[src/sv/held_key_set_defines.svh]
// assertion macros for the held key set
`ifndef HELD_KEY_SET_DEFINES_SVH
`define HELD_KEY_SET_DEFINES_SVH

`ifndef SYNTH
// same-cycle implication
`define HKS_ASSERT_IMP(label, cond, conseq) \
    label: assert property (@(posedge i_clk) disable iff (!i_rst_n) (cond) |-> (conseq)) \
        else $error("held_key_set assertion failed");
// next-cycle implication
`define HKS_ASSERT_NEXT(label, cond, conseq) \
    label: assert property (@(posedge i_clk) disable iff (!i_rst_n) (cond) |=> (conseq)) \
        else $error("held_key_set assertion failed");
`else
`define HKS_ASSERT_IMP(label, cond, conseq)
`define HKS_ASSERT_NEXT(label, cond, conseq)
`endif

`endif

[src/sv/hks_pkg.sv]
`timescale 1ns / 1ps

package hks_pkg;

    localparam int CMD_W         = 2;
    localparam int KEY_W         = 9;
    localparam int CNT_OUT_W     = 5;
    localparam int CAPACITY_DEF  = 16;
    localparam int KEY_BITS_DEF  = 9;

    localparam logic [CMD_W-1:0] CMD_QUERY  = 2'd0;
    localparam logic [CMD_W-1:0] CMD_ADD    = 2'd1;
    localparam logic [CMD_W-1:0] CMD_REMOVE = 2'd2;

    typedef struct packed {
        logic [CMD_W-1:0] cmd;
        logic [KEY_W-1:0] key;
    } t_hks_in;

    typedef struct packed {
        logic                 was_present;
        logic                 changed;
        logic                 dropped_full;
        logic [CNT_OUT_W-1:0] entry_count;
    } t_hks_out;

    // write enables broadcast to every cell
    typedef struct packed {
        logic add_en;
        logic rem_en;
    } t_hks_ctl;

endpackage

[src/sv/held_key_set.sv]
// held_key_set: ordered set of held key codes in a row of compare/shift cells
// result: registered, valid in the cycle after the request is accepted
// throughput: one request per cycle unless stalled; every cell compares and
//   shifts on accept, so the compare ripple along the cell row sets the clock
// reset: clears the held count and the result valid; cell entries are not
//   reset and are only read below the count
`timescale 1ns / 1ps
`include "held_key_set_defines.svh"

module held_key_set
    import hks_pkg::*;
#(
    parameter int CAPACITY = CAPACITY_DEF,
    parameter int KEY_BITS = KEY_BITS_DEF
) (
    input  logic     i_clk,
    input  logic     i_rst_n,
    input  logic     i_in_valid,
    output logic     o_in_stall,
    input  t_hks_in  i_in_req,
    output logic     o_out_valid,
    input  logic     i_out_stall,
    output t_hks_out o_out_res
);

    // only the low bits of the key that fit both the field and the cells matter
    localparam int KW    = (KEY_BITS < KEY_W) ? KEY_BITS : KEY_W;
    localparam int CNT_W = $clog2(CAPACITY + 1);

    logic [CNT_W-1:0] r_count;
    logic [CNT_W-1:0] n_count;
    logic             r_out_valid;
    logic             n_out_valid;
    t_hks_out         r_res;
    t_hks_out         n_res;

    logic             w_in_acc;
    logic [KW-1:0]    w_key;
    logic             w_present;
    logic             w_full;
    t_hks_ctl         w_ctl;
    logic             w_dropped;

    // take chain: bit i is high when a match sits below cell i
    logic [CAPACITY:0] w_take;
    logic [KW-1:0]     w_entry [CAPACITY];

    // input side only waits while a finished result is held by the consumer
    assign o_in_stall = r_out_valid && i_out_stall;
    assign w_in_acc   = i_in_valid && !o_in_stall;
    assign w_key      = i_in_req.key[KW-1:0];
    assign w_take[0]  = 1'b0;

    // keys are unique below the count, so the top of the chain is membership
    assign w_present  = w_take[CAPACITY];
    assign w_full     = (r_count == CNT_W'(CAPACITY));

    // cell row
    for (genvar g = 0; g < CAPACITY; g++) begin : g_cell
        logic [KW-1:0] w_next;
        // top cell pulls its own value; it falls above the count anyway
        if (g == CAPACITY - 1) begin : g_top
            assign w_next = w_entry[g];
        end else begin : g_mid
            assign w_next = w_entry[g+1];
        end

        hks_cell #(
            .KW (KW)
        ) u_cell (
            .i_clk        (i_clk),
            .i_key        (w_key),
            .i_ctl        (w_ctl),
            .i_live       (CNT_W'(g) < r_count),
            .i_tail       (CNT_W'(g) == r_count),
            .i_take       (w_take[g]),
            .i_next_entry (w_next),
            .o_take       (w_take[g+1]),
            .o_entry      (w_entry[g])
        );
    end

    // command decode: add appends when absent with room, remove when present
    always_comb begin
        w_ctl     = '0;
        w_dropped = 1'b0;
        n_count   = r_count;
        case (i_in_req.cmd)
            CMD_ADD: begin
                if (!w_present) begin
                    if (w_full) begin
                        w_dropped = 1'b1;
                    end else begin
                        w_ctl.add_en = w_in_acc;
                        n_count      = r_count + CNT_W'(1);
                    end
                end
            end
            CMD_REMOVE: begin
                if (w_present) begin
                    w_ctl.rem_en = w_in_acc;
                    n_count      = r_count - CNT_W'(1);
                end
            end
            default: begin
                // query and the unused code leave the table alone
            end
        endcase
    end

    always_comb begin
        n_res.was_present  = w_present;
        n_res.changed      = (n_count != r_count);
        n_res.dropped_full = w_dropped;
        n_res.entry_count  = CNT_OUT_W'(n_count);
    end

    // result register holds until the consumer takes it
    assign n_out_valid = w_in_acc || (r_out_valid && i_out_stall);

    always_ff @(posedge i_clk) begin
        if (!i_rst_n) begin
            r_count     <= '0;
            r_out_valid <= 1'b0;
        end else begin
            r_out_valid <= n_out_valid;
            if (w_in_acc) begin
                r_count <= n_count;
            end
        end
    end

    always_ff @(posedge i_clk) begin
        if (w_in_acc) begin
            r_res <= n_res;
        end
    end

    assign o_out_valid = r_out_valid;
    assign o_out_res   = r_res;

    // count never runs past the cell row
    `HKS_ASSERT_IMP(a_count_bound, 1'b1, r_count <= CNT_W'(CAPACITY))
    // every accepted request leaves a result behind
    `HKS_ASSERT_NEXT(a_result_follows, w_in_acc, r_out_valid)
    // count only moves on an accepted request
    `HKS_ASSERT_NEXT(a_count_hold, !w_in_acc, $stable(r_count))
    // a refused add can only come from a full row, which stays full
    `HKS_ASSERT_IMP(a_drop_full, r_out_valid && r_res.dropped_full,
                    r_count == CNT_W'(CAPACITY))

endmodule

[src/sv/hks_cell.sv]
`timescale 1ns / 1ps

module hks_cell
    import hks_pkg::*;
#(
    parameter int KW = KEY_BITS_DEF
) (
    input  logic          i_clk,
    input  logic [KW-1:0] i_key,
    input  t_hks_ctl      i_ctl,
    input  logic          i_live,
    input  logic          i_tail,
    input  logic          i_take,
    input  logic [KW-1:0] i_next_entry,
    output logic          o_take,
    output logic [KW-1:0] o_entry
);

    logic [KW-1:0] r_entry;
    logic          w_match;

    assign w_match = i_live && (r_entry == i_key);
    // a match here or below means this slot pulls from its upper neighbor
    assign o_take  = i_take || w_match;
    assign o_entry = r_entry;

    always_ff @(posedge i_clk) begin
        if (i_ctl.rem_en && o_take) begin
            r_entry <= i_next_entry;
        end else if (i_ctl.add_en && i_tail) begin
            r_entry <= i_key;
        end
    end

endmodule

[config.mk]
export PLATFORM = sky130hd
export DESIGN_NAME = held_key_set
export DESIGN_NICKNAME = d
export VERILOG_FILES = /design/src/sv/hks_pkg.sv /design/src/sv/held_key_set.sv /design/src/sv/hks_cell.sv
export VERILOG_INCLUDE_DIRS = /design/src /design/src/sv
export SDC_FILE = /design/constraint.sdc
export NUM_CORES = 1
export LEC_CHECK = 0
export ABC_AREA = 0
export BUFFER_PORTS_ARGS = -buffer_cell sky130_fd_sc_hd__buf_2
export CELL_PAD_IN_SITES_DETAIL_PLACEMENT = 1
export CELL_PAD_IN_SITES_GLOBAL_PLACEMENT = 1
export CORE_MARGIN = 2
export CORE_UTILIZATION = 25
export DETAILED_ROUTE_END_ITERATION = 12
export PLACE_DENSITY_LB_ADDON = 0.1
export SKIP_LAST_GASP = 1
export SLEW_MARGIN = 5
export SYNTH_ARGS = -nofsm -noshare
export SYNTH_HDL_FRONTEND = slang
export SYNTH_SLANG_ARGS = --single-unit
[constraint.sdc]
create_clock -name i_clk -period 8 [get_ports i_clk]
set_clock_uncertainty 0.15 [all_clocks]
set_input_delay 0 -clock i_clk [delete_from_list [all_inputs] [get_ports i_clk]]
set_output_delay 0 -clock i_clk [all_outputs]
set_load 0.01 [all_outputs]
; ---- Word level (Yosys, flattened, before mapping)
; Cells that the tools add are included.
[op_classes]
n_bitwise = 2
mux = 40
eq_ne = 35
addsub = 2
reduce_logical = 85
order_cmp = 16
[op_table]
columns = operator, count
row1 = $mux 9, 30
row2 = $eq 9x9->1, 16
row3 = $logic_and 1x1->1, 50
row4 = $eq 4x5->1 const A, 8
row5 = $lt 4x5->1 const A, 8
row6 = $reduce_bool 2->1, 15
row7 = $eq 3x5->1 const A, 4
row8 = $lt 3x5->1 const A, 4
row9 = $logic_or 1x1->1, 16
row10 = $mux 5, 3
row11 = $eq 2x5->1 const A, 2
row12 = $lt 1x5->1 const A, 2
row13 = $lt 2x5->1 const A, 2
row14 = $pmux 5 s2, 1
row15 = $mux 1, 6
row16 = $add 5x1->5 const B, 1
row17 = $eq 1x5->1 const A, 1
row18 = $eq 5x5->1 const B, 1
row19 = $logic_not 5->1, 1
row20 = $ne 5x5->1, 1
row21 = $sub 5x1->5 const B, 1
row22 = $eq 2x1->1 const B, 1
row23 = $eq 2x2->1 const B, 1
row24 = $not 1->1, 2
row25 = other kinds (3), 3
[totals]
elab_cells = 202
output_inout_bits = 10
register_bits = 158
input_bits = 15

; ---- Longest topological paths before layout
[depth]
word_depth = 22
ltp_mapped = 14
depth_no_buf = 12

; ---- Hierarchy
; From an unflattened synthesis, not the netlist that was laid out.
[hier_totals]
cells_unflattened = 1506
area_unflattened_um2 = 13581.8
[modules_own_cells]
columns = module, area_per_inst_um2, n_inst, cells_per_inst, seq_area_each_um2
row1 = hks_cell, 769.5, 16, 84, 270.3
row2 = held_key_set, 1270.0, 1, 162, 360.3

; ---- Least setup slack after synthesis
; No wires, ideal clock.
[synth_path]
kind = register -> register
startpoint = register r_count[2]
endpoint = register g_cell[5].u_cell.r_entry[0] (enable)
path_slack_ns = 4.330
arrival_time_ns = 3.133
setup_ns = 0.387
required_ns = 7.463
stages_incl_launch_ff = 13
synth_period_minus_slack_ns = 3.670
path_buffers = 3
path_cell_list = dfxtp_1 -> buf_2 -> and3_1 -> o311ai_0 -> nor3_1 -> and4bb_2 -> nand4bb_1 -> nor2_4 -> buf_4 -> and3_1 -> clkbuf_1 -> nand3_1 -> o21ai_0
[synth_between]
elab_chain_len = 21
elab_cells_between_ends = 57
cone_classes = order compare: 16 / eq/ne: 2 / mux: 5 / reduce/logical: 34
[synth_lines]
columns = item, line_no
row1 = start: declaration, held_key_set.sv:30  ; logic [CNT_W-1:0] r_count;
row2 = start signal: assignment, held_key_set.sv:128  ; r_count <= n_count;
row3 = $lt 1x5->1, held_key_set.sv:74  ; .i_live (CNT_W'(g) < r_count),
row4 = $logic_and 1x1->1, hks_cell.sv:22  ; assign w_match = i_live && (r_entry == i_key);
row5 = $logic_or 1x1->1 (15 in a row), hks_cell.sv:24  ; assign o_take = i_take || w_match;
row6 = $mux 1 (on tied branches), "held_key_set.sv:90, held_key_set.sv:100"
row7 = $mux 1, held_key_set.sv:88  ; case (i_in_req.cmd)
row8 = $logic_and 1x1->1 (on tied branches), "hks_cell.sv:30, hks_cell.sv:28"
row9 = $reduce_bool 2->1 (no line) (*), -
row10 = end signal: assignment, hks_cell.sv:29  ; r_entry <= i_next_entry;
row11 = end signal: assignment, hks_cell.sv:31  ; r_entry <= i_key;
row12 = end: declaration, hks_cell.sv:19  ; logic [KW-1:0] r_entry;
; Mark *: on every way between the ends. The rest lies on a longest branch, timed or not.
; A chain may end at the register's enable or synchronous reset.

; ---- Final worst setup path
[layout_path]
startpoint = register r_count[1]
endpoint = register g_cell[14].u_cell.r_entry[5] (enable)
[layout_between]
elab_chain_len = 21
elab_cells_between_ends = 57
cone_classes = order compare: 16 / eq/ne: 2 / mux: 5 / reduce/logical: 34
[layout_lines]
columns = item, line_no
row1 = $lt 1x5->1, held_key_set.sv:74
row2 = $logic_and 1x1->1, hks_cell.sv:22
row3 = $logic_or 1x1->1 (15 in a row), hks_cell.sv:24
row4 = $mux 1 (on tied branches), "held_key_set.sv:90, held_key_set.sv:100"
row5 = $mux 1, held_key_set.sv:88
row6 = $logic_and 1x1->1 (on tied branches), "hks_cell.sv:30, hks_cell.sv:28"
row7 = $reduce_bool 2->1 (no line) (*), -
row8 = end signal: assignment, hks_cell.sv:29
row9 = end signal: assignment, hks_cell.sv:31
row10 = end: declaration, hks_cell.sv:19
; Marks and branches as above.

==> out/summary.txt <==
status: complete, no violations
RR Endpoint: g_cell[14].u_cell.o_entry[5]
# fillers: 3965
Clock Path Buffers: 2
max cap viols: 0
DP HPWL: 18720 um
Seq cells post-synth: 158
Slew headroom: 12.97%
HP Start: i_in_req[1]
clock sinks: 158
main combinational cell family by area after synthesis: multiplexers
Worst-Skew Late Latency: 0.44 ns
post-route cell area: 10340 um^2
synth unique cells: 72
Max Slew Vio Count: 0
GRT Total Usage: 14.34%
Placed Area: 9764 um^2
leakage: 3.414 nW
hold path cells: 2
r2r startpoint: r_count[1]
First-pass DRT Iterations: 4
Synth Area in Adders: 0.9440%
RSZ-0062 raised after global routing: false
layout cell share with drive strength beyond 1: 29.65%
diode count: 0
Vias/cell: 4.725
worst-path maximum fanout: 17
async set-reset flop share out of synthesis: 0%
sequential area share after synthesis: 50.49%
Synth Area in Simple Gates: 8.388%
mapped cell area: 9278 um^2
Tcrit/Tclk final: 65.34%
met1 WL: 12350 um
type of the worst min-delay path: in -> reg
metal3 WL: 553 um
Cell Chain, Critical Path: inv_1 > ha_1 > nor4b_1 > a2111oi_0 > nand3_1 > nand3_1 > nand4bb_1 > nor2_4 > and3_1 > nand2_1 > o21ai_0
IO buf count: 24
crit path capture type: flip-flop
mux contribution to synthesized area: 16.39%
CP Launch Type: flip-flop
CP startpoint: r_count[1]
Max stage delay cell, worst path: o21ai_0
WS Path Type: reg -> reg
Mapped Cells: 737
core area: 36610 um^2
Ports: 25
Critical Path Max Stage Delay: 1.04 ns
Syn Nets: 759
Post CTS Setup Buffer Count: 0
main flop type after synthesis: edfxtp_1
DR WL met2: 13270 um
Reg2Reg Depth: 11
Post-synth EDFFs: 152
post-route minimum period: 5.227 ns
P&R area growth vs syn: 11.50%
Congestion Overflow GR: 0
Fin Hold WS: 0.01836 ns
num rows: 70
required time of the critical path: 7.90 ns
clock root cell: clkbuf_16
XOR/XNOR Fraction of Synth Area: 13.50%
final hold vios: 0
Reg clk slew, reported paths: 0.07 ns
end of the worst hold path: g_cell[15].u_cell.o_entry[1]
max frequency: 191.3 MHz
Via Count: 5765
PostCTS Resize Cnt: 0
Worst Max-Slew Pin Slew: 1.292 ns
CP most frequent cell: nand3_1
fin nets: 761
syn avg cell area: 12.59 um^2
largest net degree at the start of global routing: 34
Die Y: 196.6 um
Compound-Gate Fraction of Synth Area: 6.352%
1st-iter DRT viols: 264
setup violators final: 0
Num CTS Buffers: 17
initial antenna violation count: 0
die area: 38670 um^2
cell area power density: 178.2 nW/um^2
synth warn: 0
Final Wtd Congestion: 0.7815
first-pass GRT wire length: 41440 um
reg-to-reg setup timing slack: 2.77 ns
die width: 196.6 um
setup TNS: 0 ns
final WL: 26570 um
H-tree depth: 4
CTS tree: done
worst vdd ir: 0.1346 mV
vias in the first global route: 6498
Post-route DRC: 0
post-route ant nets: 0
Avg WL per Cell: 21.78 um
initial core utilization: 25.34%
WP data arrival: 5.12 ns
Top Metal Used: met4
[cells in the mapped netlist (3+ instances only)]
master	number	area, um^2
and3_1	3	18.77
buf_6	3	33.78
xnor2_1	43	376.6
nor4_1	22	137.6
xor2_1	100	875.8
a21oi_1	9	45.04
nand2_2	6	37.54
dfxtp_1	6	120.1
clkbuf_1	17	63.81
o21a_1	3	22.52
edfxtp_1	152	4564
o21ai_0	16	80.08
nand2b_1	3	18.77
and2_1	3	18.77
mux2_2	135	1520
inv_1	16	60.06
a21o_1	3	22.52
nor2_1	20	75.07
nand4_1	11	68.82
nor3_1	12	60.06
o2111ai_1	3	26.28
a211oi_1	4	30.03
ha_1	7	87.58
or4_1	3	22.52
buf_4	10	75.07
nand3_1	14	70.07
nand2_1	28	105.1
a31oi_1	4	25.02
a41oi_1	3	26.28
buf_2	25	125.1
[worst max-delay path, delay by kind of cell (launching register included)]
kind                       cells  cell delay (ns)
AOI/OAI and AO/OA              2             1.17
adders and majority gates      1             0.21
buffers and inverters          1             0.29
DFF                            1             0.53
and+or+nand+nor                7             2.48
[routing by layer]
| metal | vias to the layer above | GRT usage, % |
|---|---|---|
| li1 | 2730 | - |
| met1 | 2943 | 18.44 |
| met2 | 67 | 24.70 |
| met3 | 25 | 2.533 |
| met4 | 0 | 4.149 |
| met5 | - | 0 |
[cell type report]
class,count,area (um^2),share of cell area [%]
clock buffers,17,425.4,4.112
clock inverters,15,115.1,1.113
inverters,17,63.81,0.6168
multi-input cells,506,4228,40.87
flip-flops and latches,158,4684,45.28
well taps,468,585.6,5.660
repair buffers,39,242.7,2.346
[worst max path at each step]
stage                                        end  slack, ns
CTS                 g_cell[11].u_cell.o_entry[5]       2.67
global route        g_cell[14].u_cell.o_entry[1]       2.36
finish              g_cell[14].u_cell.o_entry[5]       2.77
global placement    g_cell[13].u_cell.o_entry[4]       2.99
floorplan            g_cell[5].u_cell.o_entry[0]       4.33
detailed placement  g_cell[11].u_cell.o_entry[7]       2.73
[where the power goes]
| part | leakage [nW] | internal, mW | switching (mW) | total [mW] |
|---|---|---|---|---|
| Combinational | 1.73 | 0.0631 | 0.0955 | 0.159 |
| Clock | 0.260 | 0.401 | 0.365 | 0.766 |
| Sequential | 1.42 | 0.912 | 0.00709 | 0.920 |
| Total | 3.41 | 1.38 | 0.468 | 1.84 |
[flip-flops by register name, summed over array words and instances, names as in the netlist]
signal	count
g_cell.u_cell.o_entry	144
o_out_res	8
o_out_valid	1
r_count	5
[what timing repair did]
action,in CTS,in global routing
hold buffers,4,0
endpoints found under the hold margin,7,0
setup endpoints to repair,0,0
[placed cells by master, fill, tap and decap left out, drive strengths merged, types with 14 or more instances in the layout]
master	netlist	routed
buf	39	35
clkbuf	17	17
edfxtp	152	152
inv	17	21
mux2	135	135
nand2	34	34
nand3	14	14
nor2	23	23
nor3	14	14
nor4	22	22
o21ai	18	18
xnor2	43	43
xor2	100	100
[cells by family (layout without fill, tap and decap cells)]
group,Yosys count,in the layout
AND/OR/NAND/NOR,141,141
multiplexers,135,135
buffers and inverters,73,88
adder cells (fa/ha/maj),7,7
flip-flops,158,158
XOR/XNOR,143,143
AO/OA/AOI/OAI,80,80
[stage by stage]
step	util, %	total power, mW	instances	setup WS (ns)
2_1_floorplan	-	1.050	737	4.330
3_3_place_gp	26.67	1.096	1184	2.990
3_5_place_dp	26.67	1.097	1184	2.729
4_1_cts	28.26	1.871	1220	2.673
5_1_grt	28.26	1.913	1220	2.357
6_report	28.26	1.844	1220	2.773
No activity file was read; power rests on OpenSTA's default activity.
